<file path="config.mk">
export PLATFORM = sky130hd
export DESIGN_NAME = addressable_led_frame_driver_core
export DESIGN_NICKNAME = d
export VERILOG_FILES = /design/src/hdl/alfd_pkg.sv /design/src/hdl/addressable_led_frame_driver_core.sv /design/src/hdl/alfd_scale.sv /design/src/hdl/alfd_pixmem.sv
export SDC_FILE = /design/constraint.sdc
export NUM_CORES = 1
export LEC_CHECK = 0
export ABC_AREA = 1
export BUFFER_PORTS_ARGS = -buffer_cell sky130_fd_sc_hd__buf_2
export CAP_MARGIN = 10
export CORE_ASPECT_RATIO = 0.75
export CORE_UTILIZATION = 60
export CTS_CLUSTER_SIZE = 8
export DETAILED_ROUTE_END_ITERATION = 6
export MAX_ROUTING_LAYER = met4
export PLACE_DENSITY = 0.86
export SLEW_MARGIN = 20
export SYNTH_ARGS = -nofsm -noshare
export SYNTH_HDL_FRONTEND = slang
export SYNTH_SLANG_ARGS = --single-unit
export TNS_END_PERCENT = 10
</file>
<file path="constraint.sdc">
create_clock -name clk -period 11.1 [get_ports clk]
set_input_delay 2.22 -clock clk [delete_from_list [all_inputs] [get_ports clk]]
set_output_delay 2.22 -clock clk [all_outputs]
set_load 0.02 [all_outputs]
</file>
<file path="src/hdl/alfd_pkg.sv">
`timescale 1ns / 1ps
`default_nettype none
// ----------------------------------------------------------------------------
// alfd_pkg
// Shared widths, command codes, register indexes and reset values of the
// addressable LED frame driver.
// ----------------------------------------------------------------------------
package alfd_pkg;

  localparam int LED_COUNT_DEF = 8;

  localparam int CHAN_W       = 8;
  localparam int PIXEL_W      = 3 * CHAN_W;
  localparam int BITS_PER_LED = PIXEL_W;
  localparam int BIT_PTR_W    = 5;
  localparam int PHASE_W      = 4;
  localparam int OP_W         = 2;
  localparam int INDEX_W      = 8;
  localparam int CFG_IDX_W    = 2;
  localparam int CFG_DATA_W   = 8;

  // Command codes
  localparam logic [OP_W-1:0] OP_TICK = 2'd0;
  localparam logic [OP_W-1:0] OP_SET  = 2'd1;
  localparam logic [OP_W-1:0] OP_FILL = 2'd2;
  localparam logic [OP_W-1:0] OP_SHOW = 2'd3;

  // Configuration register indexes
  localparam logic [CFG_IDX_W-1:0] CFG_MAX_BRIGHT = 2'd0;
  localparam logic [CFG_IDX_W-1:0] CFG_SHORT      = 2'd1;
  localparam logic [CFG_IDX_W-1:0] CFG_LONG       = 2'd2;

  // Configuration reset values
  localparam logic [CHAN_W-1:0]  MAX_BRIGHT_RST = 8'd64;
  localparam logic [PHASE_W-1:0] SHORT_RST      = 4'd3;
  localparam logic [PHASE_W-1:0] LONG_RST       = 4'd9;

  localparam int CHAN_FULL = 255;

endpackage

`default_nettype wire

</file>
<file path="src/hdl/addressable_led_frame_driver_core.sv">
`timescale 1ns / 1ps
`default_nettype none
// ----------------------------------------------------------------------------
// addressable_led_frame_driver_core
// Frame store and single-wire serialiser for a chain of addressable LEDs.
// ----------------------------------------------------------------------------
//  channel | ports                                  | handshake
//  --------+----------------------------------------+-----------------------
//  in      | in_op in_index in_red in_green in_blue | in_valid / in_ready
//  out     | out_data_line out_busy_res out_rejected| out_valid / out_ready
//  cfg     | cfg_index cfg_data                     | cfg_we, no wait
//
//  A word is handled in an accept step (frame store read of the LED being sent,
//  channel products registered) and an execute step (slot update or store write).
//  The registered read of the frame store is why a word needs both steps.
//  Fill then writes every LED of the store after its result is issued.
//  After reset a clearing pass writes every LED of the store with in_ready low.
//  A waiting result holds the next word in execute until out_ready.
// ----------------------------------------------------------------------------
module addressable_led_frame_driver_core #(
  parameter int LED_COUNT = alfd_pkg::LED_COUNT_DEF
) (
  input  logic                           clk,
  input  logic                           rst_n,
  input  logic                           in_valid,
  output logic                           in_ready,
  input  logic [alfd_pkg::OP_W-1:0]      in_op,
  input  logic [alfd_pkg::INDEX_W-1:0]   in_index,
  input  logic [alfd_pkg::CHAN_W-1:0]    in_red,
  input  logic [alfd_pkg::CHAN_W-1:0]    in_green,
  input  logic [alfd_pkg::CHAN_W-1:0]    in_blue,
  output logic                           out_valid,
  input  logic                           out_ready,
  output logic                           out_data_line,
  output logic                           out_busy_res,
  output logic                           out_rejected,
  input  logic                           cfg_we,
  input  logic [alfd_pkg::CFG_IDX_W-1:0] cfg_index,
  input  logic [alfd_pkg::CFG_DATA_W-1:0] cfg_data
);
  import alfd_pkg::*;

  localparam int IW = (LED_COUNT > 1) ? $clog2(LED_COUNT) : 1;
  localparam logic [IW-1:0]        LED_LAST = IW'(LED_COUNT - 1);
  localparam logic [BIT_PTR_W-1:0] BIT_LAST = BIT_PTR_W'(BITS_PER_LED - 1);

  typedef enum logic [3:0] {
    ST_CLEAR = 4'b0001,
    ST_IDLE  = 4'b0010,
    ST_EXEC  = 4'b0100,
    ST_FILL  = 4'b1000
  } state_t;

  state_t state_r;

  // configuration
  logic [CHAN_W-1:0]  max_bright_r;
  logic [PHASE_W-1:0] short_r;
  logic [PHASE_W-1:0] long_r;

  // latched command
  logic [OP_W-1:0]    op_r;
  logic [INDEX_W-1:0] idx_r;

  // serialiser state
  logic [IW-1:0]        led_r,    led_nxt;
  logic [BIT_PTR_W-1:0] bit_r,    bit_nxt;
  logic [PHASE_W-1:0]   phase_r,  phase_nxt;
  logic                 high_r,   high_nxt;
  logic                 sending_r, sending_nxt;
  logic                 line_r,   line_nxt;
  logic                 rej_nxt;

  logic [IW-1:0]        sweep_r;
  logic [PIXEL_W-1:0]   fill_word_r;

  logic                 out_valid_r;
  logic                 out_line_r;
  logic                 out_busy_r;
  logic                 out_rej_r;

  logic                 accept;
  logic                 exec_go;
  logic                 idx_ok;
  logic [CHAN_W-1:0]    red_s, green_s, blue_s;
  logic [PIXEL_W-1:0]   packed_word;
  logic [PIXEL_W-1:0]   cur_word;
  logic                 cur_bit;
  logic [PHASE_W-1:0]   dur;
  logic [PHASE_W-1:0]   pc_inc;
  logic                 phase_end;

  logic                 mem_we;
  logic [IW-1:0]        mem_waddr;
  logic [PIXEL_W-1:0]   mem_wdata;

  assign in_ready = (state_r == ST_IDLE);
  assign accept   = in_valid && in_ready;
  assign exec_go  = (state_r == ST_EXEC) && (!out_valid_r || out_ready);
  assign idx_ok   = ({{(32-INDEX_W){1'b0}}, idx_r} < 32'(LED_COUNT));

  alfd_scale u_scale_r (
    .clk(clk), .load(accept), .chan(in_red), .max_bright(max_bright_r), .scaled(red_s)
  );
  alfd_scale u_scale_g (
    .clk(clk), .load(accept), .chan(in_green), .max_bright(max_bright_r),
    .scaled(green_s)
  );
  alfd_scale u_scale_b (
    .clk(clk), .load(accept), .chan(in_blue), .max_bright(max_bright_r), .scaled(blue_s)
  );

  assign packed_word = {green_s, red_s, blue_s};

  // Read address follows the LED being sent; stores only change in execute or
  // sweep, both finished before the next accept, so the read is never stale.
  alfd_pixmem #(
    .DEPTH(LED_COUNT),
    .AW   (IW)
  ) u_pixmem (
    .clk    (clk),
    .wr_en  (mem_we),
    .wr_addr(mem_waddr),
    .wr_data(mem_wdata),
    .rd_addr(led_r),
    .rd_data(cur_word)
  );

  always_comb begin
    mem_we    = 1'b0;
    mem_waddr = sweep_r;
    mem_wdata = '0;
    case (state_r)
      ST_CLEAR: begin
        mem_we = 1'b1;
      end
      ST_FILL: begin
        mem_we    = 1'b1;
        mem_wdata = fill_word_r;
      end
      ST_EXEC: begin
        if (exec_go && op_r == OP_SET && !sending_r && idx_ok) begin
          mem_we    = 1'b1;
          mem_waddr = IW'(idx_r);
          mem_wdata = packed_word;
        end
      end
      default: begin
      end
    endcase
  end

  // bit timing of the current slot
  always_comb begin
    cur_bit   = cur_word[BIT_LAST - bit_r];
    if (high_r) begin
      dur = cur_bit ? long_r : short_r;
    end else begin
      dur = cur_bit ? short_r : long_r;
    end
    pc_inc    = phase_r + PHASE_W'(1);
    phase_end = (pc_inc >= dur) || (pc_inc == '0);
  end

  always_comb begin
    led_nxt     = led_r;
    bit_nxt     = bit_r;
    phase_nxt   = phase_r;
    high_nxt    = high_r;
    sending_nxt = sending_r;
    line_nxt    = line_r;
    rej_nxt     = 1'b0;
    if (op_r == OP_TICK) begin
      if (sending_r) begin
        line_nxt  = high_r;
        phase_nxt = pc_inc;
        if (phase_end) begin
          phase_nxt = '0;
          if (high_r) begin
            high_nxt = 1'b0;
          end else begin
            high_nxt = 1'b1;
            if (bit_r == BIT_LAST) begin
              bit_nxt = '0;
              if (led_r == LED_LAST) begin
                led_nxt     = '0;
                sending_nxt = 1'b0;
                high_nxt    = 1'b0;
              end else begin
                led_nxt = led_r + IW'(1);
              end
            end else begin
              bit_nxt = bit_r + BIT_PTR_W'(1);
            end
          end
        end
      end else begin
        line_nxt = 1'b0;
      end
    end else if (sending_r) begin
      rej_nxt = 1'b1;
    end else if (op_r == OP_SET) begin
      rej_nxt = !idx_ok;
    end else if (op_r == OP_SHOW) begin
      sending_nxt = 1'b1;
      led_nxt     = '0;
      bit_nxt     = '0;
      phase_nxt   = '0;
      high_nxt    = 1'b1;
      line_nxt    = 1'b0;
    end
  end

  always_ff @(posedge clk) begin
    if (!rst_n) begin
      max_bright_r <= MAX_BRIGHT_RST;
      short_r      <= SHORT_RST;
      long_r       <= LONG_RST;
    end else if (cfg_we) begin
      case (cfg_index)
        CFG_MAX_BRIGHT: max_bright_r <= cfg_data;
        CFG_SHORT:      short_r      <= cfg_data[PHASE_W-1:0];
        CFG_LONG:       long_r       <= cfg_data[PHASE_W-1:0];
        default: begin
        end
      endcase
    end
  end

  always_ff @(posedge clk) begin
    if (!rst_n) begin
      state_r     <= ST_CLEAR;
      sweep_r     <= '0;
      led_r       <= '0;
      bit_r       <= '0;
      phase_r     <= '0;
      high_r      <= 1'b0;
      sending_r   <= 1'b0;
      line_r      <= 1'b0;
      out_valid_r <= 1'b0;
    end else begin
      if (exec_go) begin
        out_valid_r <= 1'b1;
      end else if (out_ready) begin
        out_valid_r <= 1'b0;
      end
      case (state_r)
        ST_CLEAR, ST_FILL: begin
          if (sweep_r == LED_LAST) begin
            sweep_r <= '0;
            state_r <= ST_IDLE;
          end else begin
            sweep_r <= sweep_r + IW'(1);
          end
        end
        ST_IDLE: begin
          if (accept) begin
            state_r <= ST_EXEC;
          end
        end
        ST_EXEC: begin
          if (exec_go) begin
            led_r       <= led_nxt;
            bit_r       <= bit_nxt;
            phase_r     <= phase_nxt;
            high_r      <= high_nxt;
            sending_r   <= sending_nxt;
            line_r      <= line_nxt;
            sweep_r     <= '0;
            state_r     <= (op_r == OP_FILL && !sending_r) ? ST_FILL : ST_IDLE;
          end
        end
        default: begin
          state_r <= ST_IDLE;
        end
      endcase
    end
  end

  // payload: hold the command and the result word
  always_ff @(posedge clk) begin
    if (accept) begin
      op_r  <= in_op;
      idx_r <= in_index;
    end
    if (exec_go) begin
      fill_word_r <= packed_word;
      out_line_r  <= line_nxt;
      out_busy_r  <= sending_nxt;
      out_rej_r   <= rej_nxt;
    end
  end

  assign out_valid     = out_valid_r;
  assign out_data_line = out_line_r;
  assign out_busy_res  = out_busy_r;
  assign out_rejected  = out_rej_r;

  // ---------------------------------------------------------------------------
  // Assertions
  // ---------------------------------------------------------------------------
  a_tick_never_rejected: assert property (@(posedge clk) disable iff (!rst_n)
    (exec_go && op_r == OP_TICK) |=> !out_rejected)
    else $error("tick produced a rejected result");

  a_line_low_when_idle: assert property (@(posedge clk) disable iff (!rst_n)
    !sending_r |-> !line_r)
    else $error("data line high with no frame in progress");

  a_no_write_in_idle: assert property (@(posedge clk) disable iff (!rst_n)
    (state_r == ST_IDLE) |-> !mem_we)
    else $error("frame store written while idle");

  a_write_in_range: assert property (@(posedge clk) disable iff (!rst_n)
    mem_we |-> (mem_waddr <= LED_LAST))
    else $error("frame store write beyond last LED");

endmodule

`default_nettype wire

</file>
<file path="src/hdl/alfd_scale.sv">
`timescale 1ns / 1ps
`default_nettype none
// ----------------------------------------------------------------------------
// alfd_scale
// Brightness scaler for one colour channel: registers chan * max_bright, then
// divides the product by 255 through a reciprocal estimate and one correction.
// ----------------------------------------------------------------------------
module alfd_scale (
  input  logic                        clk,
  input  logic                        load,
  input  logic [alfd_pkg::CHAN_W-1:0] chan,
  input  logic [alfd_pkg::CHAN_W-1:0] max_bright,
  output logic [alfd_pkg::CHAN_W-1:0] scaled
);
  import alfd_pkg::*;

  localparam logic [2*CHAN_W:0] FULL = (2*CHAN_W+1)'(CHAN_FULL);

  logic [2*CHAN_W-1:0] prod_r;
  logic [2*CHAN_W:0]   sum;
  logic [CHAN_W-1:0]   q_est;
  logic [2*CHAN_W:0]   q_times;
  logic [2*CHAN_W:0]   rem;

  always_ff @(posedge clk) begin
    if (load) begin
      prod_r <= (2*CHAN_W)'(chan) * (2*CHAN_W)'(max_bright);
    end
  end

  // x/255 ~ (x + x/256)/256: low by at most one, so one subtract-compare fixes it
  always_comb begin
    sum     = {1'b0, prod_r} + (2*CHAN_W+1)'(prod_r >> CHAN_W);
    q_est   = sum[2*CHAN_W-1:CHAN_W];
    q_times = ((2*CHAN_W+1)'(q_est) << CHAN_W) - (2*CHAN_W+1)'(q_est);
    rem     = {1'b0, prod_r} - q_times;
    scaled  = (rem >= FULL) ? q_est + CHAN_W'(1) : q_est;
  end

endmodule

`default_nettype wire

</file>
<file path="src/hdl/alfd_pixmem.sv">
`timescale 1ns / 1ps
`default_nettype none
// ----------------------------------------------------------------------------
// alfd_pixmem
// Frame store: one write port, one read port with registered read data.
// ----------------------------------------------------------------------------
module alfd_pixmem #(
  parameter int DEPTH = alfd_pkg::LED_COUNT_DEF,
  parameter int AW    = 3
) (
  input  logic                         clk,
  input  logic                         wr_en,
  input  logic [AW-1:0]                wr_addr,
  input  logic [alfd_pkg::PIXEL_W-1:0] wr_data,
  input  logic [AW-1:0]                rd_addr,
  output logic [alfd_pkg::PIXEL_W-1:0] rd_data
);
  import alfd_pkg::*;

  logic [PIXEL_W-1:0] mem_r [DEPTH];
  logic [PIXEL_W-1:0] rd_data_r;

  always_ff @(posedge clk) begin
    if (wr_en) begin
      mem_r[wr_addr] <= wr_data;
    end
  end

  always_ff @(posedge clk) begin
    rd_data_r <= mem_r[rd_addr];
  end

  assign rd_data = rd_data_r;

endmodule

`default_nettype wire

</file>
==> impl_results.md <==
- Status: finished, final reports clean
- Largest net degree at the start of global routing: between 90 and 100
- Most frequent cells in the layout: nand2_1, inv_1, nor2_1, edfxtp_1, ha_1
- Worst Setup Start Kind: primary input
- Post-Route Skew: between 0.04 and 0.05 ns
- CTS Sinks: 340
- Cell family with most CP delay: adder cells
- Crit path capture type: flip-flop
- WL met3: 4870 um
- # Post-CTS Setup Buffers: 0
- Met2 WL post-DR: approximately 27000 um
- Share of the synthesized area in the top cell type: approximately a third
- Post-cts resize count: 0
- Sequential power share: a little over a third
- I/O pins: 54
- Routed vias: 19613
- Combinational Power Share: between 30 and 40%
- Yosys top cell by area: edfxtp_1
- Crit path max fanout: 8
- Flops & latches, synth: 340
- Switching share of power: around 37%
- Worst relative slew slack: between 30% and 40%
- Most common cell after layout, fill and taps aside: nand2_1
- Yosys warning total: 0
- Area contributors post-synth: edfxtp_1, ha_1, nand2_1, fa_1, inv_1
- Worst path arrival time: 6.20 ns
- CP max-delay cell: fa_1
- Clock Latency Late Sink: 0.58 ns
- Post-synthesis cell area: ~0.025 mm2
- Core area: between 0.03 and 0.04 mm2
- Die area: between 0.04 and 0.05 mm2
- PwrDens: about 180 mW/mm2
- Worst path max stage delay: approximately 0.54 ns
- Site Rows: 63
- Iteration-0 DRC count of the detailed router: between 1500 and 2000
- Vias in the first global route: a little under 20000
- Finish-stage setup viols: 0
- Hold/Removal Path Class: reg2reg
- First-pass GRT wire length: 93700 um
- Peak supply drop: ~0.15 mV
- Tcrit/Tclk final: about 53%
- Initial antenna violation count: 0
- Synthesis-to-layout area growth: 8.68%
- DRT antenna net count: 0
- Initial Util: between 60% and 70%
- RSZ-0062 raised after global routing: no
- GRT Resource Usage Total: 28.5%
- Cell Int Power: around 3.0 mW
- Synth cell types: 52
- Post-Route WL: 57000 um
- Crit path cell chain: buf_2, nand2_1, fa_1, inv_1, fa_1, fa_1, fa_1, ha_1, a21oi_1, o21ai_0, nor2_1, o21ai_0, a21oi_1, nor2_1, nor2_1, xnor2_1
- WP data required: 11.39 ns
- CP Class: in2reg
- Minimum clock period: 5.91 ns
- CTS buffer count: 48
- Pleak: roughly 13 nW
- CTS H-tree depth: 2
- Met1 wire length: around 24000 um
- EDFF count, synth: around 280
- Worst-path clk slew: roughly 0.05 ns
- Synthesized area per cell: between 8 and 9 um2
- Slew Limit Fails: 0
- Syn nets: 3325
- Vias/cell: between 5 and 6
- Chip width: about 240 um
- Wirelength per Cell: 16.2 um
- Detailed Routing Iterations Pass 1: 6
- Post-Route Setup TNS: 0 ns
- Chip height: about 180 um
- Global route overflow: 0
- Clk buf depth: 3
- Post-layout net count: about 3400
- CTS tree: yes
- Main synth FF type: edfxtp_1
- # hold bufs at CTS: 0
- Clock tree root driver cell: clkbuf_16
- Highest routed metal layer: met4
- Max-Cap Viols: 0
- Slew @ Worst Pin: 1.03 ns
- Sw Pwr: 1.82 mW
- Gpl congestion: ~0.89
- Cell count after synthesis: approximately 3000
- Detailed Place HPWL: between 40000 and 50000 um
- Proportion of layout cells with a drive suffix above 1: under 10%
- Final hold viol count: 0
- Async SR Flop Fraction: 0%
- PortBufs: 53
- Crit path buf inv count: 2
- Hold_ws: 0.465 ns
- Worst path most repeated cell: fa_1
- FMAX: 169 MHz
- Sequential share of the synthesized area: between 30% and 40%
- DRC: 0
- Clk pwr share: ~28%
==> cell usage after synthesis (2+ instances only) <==
library cell and n:
nand2_1 646, inv_1 525, nor2_1 316, edfxtp_1 277, ha_1 236, o21ai_0 154, nand3_1 120, fa_1 108
a21oi_1 97, clkbuf_1 83, dfxtp_1 63, xnor2_1 39, xor2_1 34, o22ai_1 30, nor3_1 27, a31oi_1 26
nand4_1 21, and2_1 18, nand3b_1 14, nand2_2 10, clkbuf_2 9, inv_2 8, nor2_4 7, nor2_2 5
o211ai_1 5, o21bai_1 5, a21o_1 4, nand3_2 4, a21boi_0 3, and3_1 3, nor3_2 3, o2111ai_1 3
o21a_1 3, or2_2 3, a21oi_2 2, buf_2 2, buf_6 2, nor3b_1 2, o21ai_1 2
==> through the flow <==
stage / setup slack, ns / power, mW / std cells / utilization, % / area [um2]
floorplan: 4.99 / 3.04 / 2932 / - / 24600
global placement: 4.82 / 3.39 / 3428 / 63.4 / 25400
detailed placement: 4.75 / 3.47 / 3428 / 63.4 / 25400
CTS: 5.30 / 4.85 / 3511 / 67.0 / 26800
global route: 5.03 / 5.19 / 3512 / 67.0 / 26800
finish: 5.19 / 4.87 / 3513 / 67.0 / 26800
==> cell type report <==
cell class                 count  area, um2
clock inverter                 5       97.6
fill                        2965      13200
inverter                     534       2000
antenna                        1       2.50
tap                          520        651
timing repair buffer          75        438
clock buffer                  78       1310
multi-input combinational   1960      12700
sequential                   340       9580
==> metal layers <==
metal / track usage, % / vias up
li1: - / 9455
met1: 37.1 / 9209
met2: 47.2 / 844
met3: 3.92 / 105
met4: 6.75 / 0
met5: - / -
==> path summary, 6_finish.rpt <==
| path | start | endpoint | slack, ns | cells past startpoint |
|---|---|---|---|---|
| worst max register to register | u_scale_b.prod_r[10] | u_pixmem.mem_r[3][4] | 5.94 | 28 |
| worst min register to register | long_r[1] | long_r[1] | 0.47 | 2 |
| worst max-delay path | in_blue[1] | u_scale_b.prod_r[13] | 5.19 | 16 |
| worst min-delay path | long_r[1] | long_r[1] | 0.47 | 2 |
==> sequential cells by signal (all words and copies together) (netlist names), 2 cells and up <==
register,count
u_pixmem.mem_r,192
fill_word_r,24
u_pixmem.rd_data,24
u_scale_b.prod_r,16
u_scale_g.prod_r,16
u_scale_r.prod_r,16
idx_r,8
max_bright_r,8
bit_r,5
long_r,4
phase_r,4
short_r,4
state_r,4
led_r,3
sweep_r,3
op_r,2
==> cells by family (layout without fill, tap and decap cells) <==
logic type	Yosys count	in the layout	synth area share, %
simple gates	1203	1203	20.4
buf+inv	632	692	9.76
fa+ha+maj	344	344	20.8
flops	340	340	38.9
compound gates	339	339	7.51
xor+xnor	74	74	2.66
other cells	0	1	0
==> power by group through the flow <==
stage | combinational [mW] | sequential, mW | clock (mW)
floorplan | 1.34 | 1.70 | 0
global placement | 1.67 | 1.72 | 0
detailed placement | 1.74 | 1.73 | 0
CTS | 1.77 | 1.71 | 1.37
global route | 2.04 | 1.72 | 1.43
finish | 1.79 | 1.71 | 1.36
==> tightest hold or removal path: cells and delay by family (launching register included) <==
| family | cells | cell delay (ns) |
|---|---|---|
| compound gates | 1 | 0.06 |
| buf+inv | 1 | 0.07 |
| flops | 1 | 0.29 |
Power figures use the tool's default switching activity.
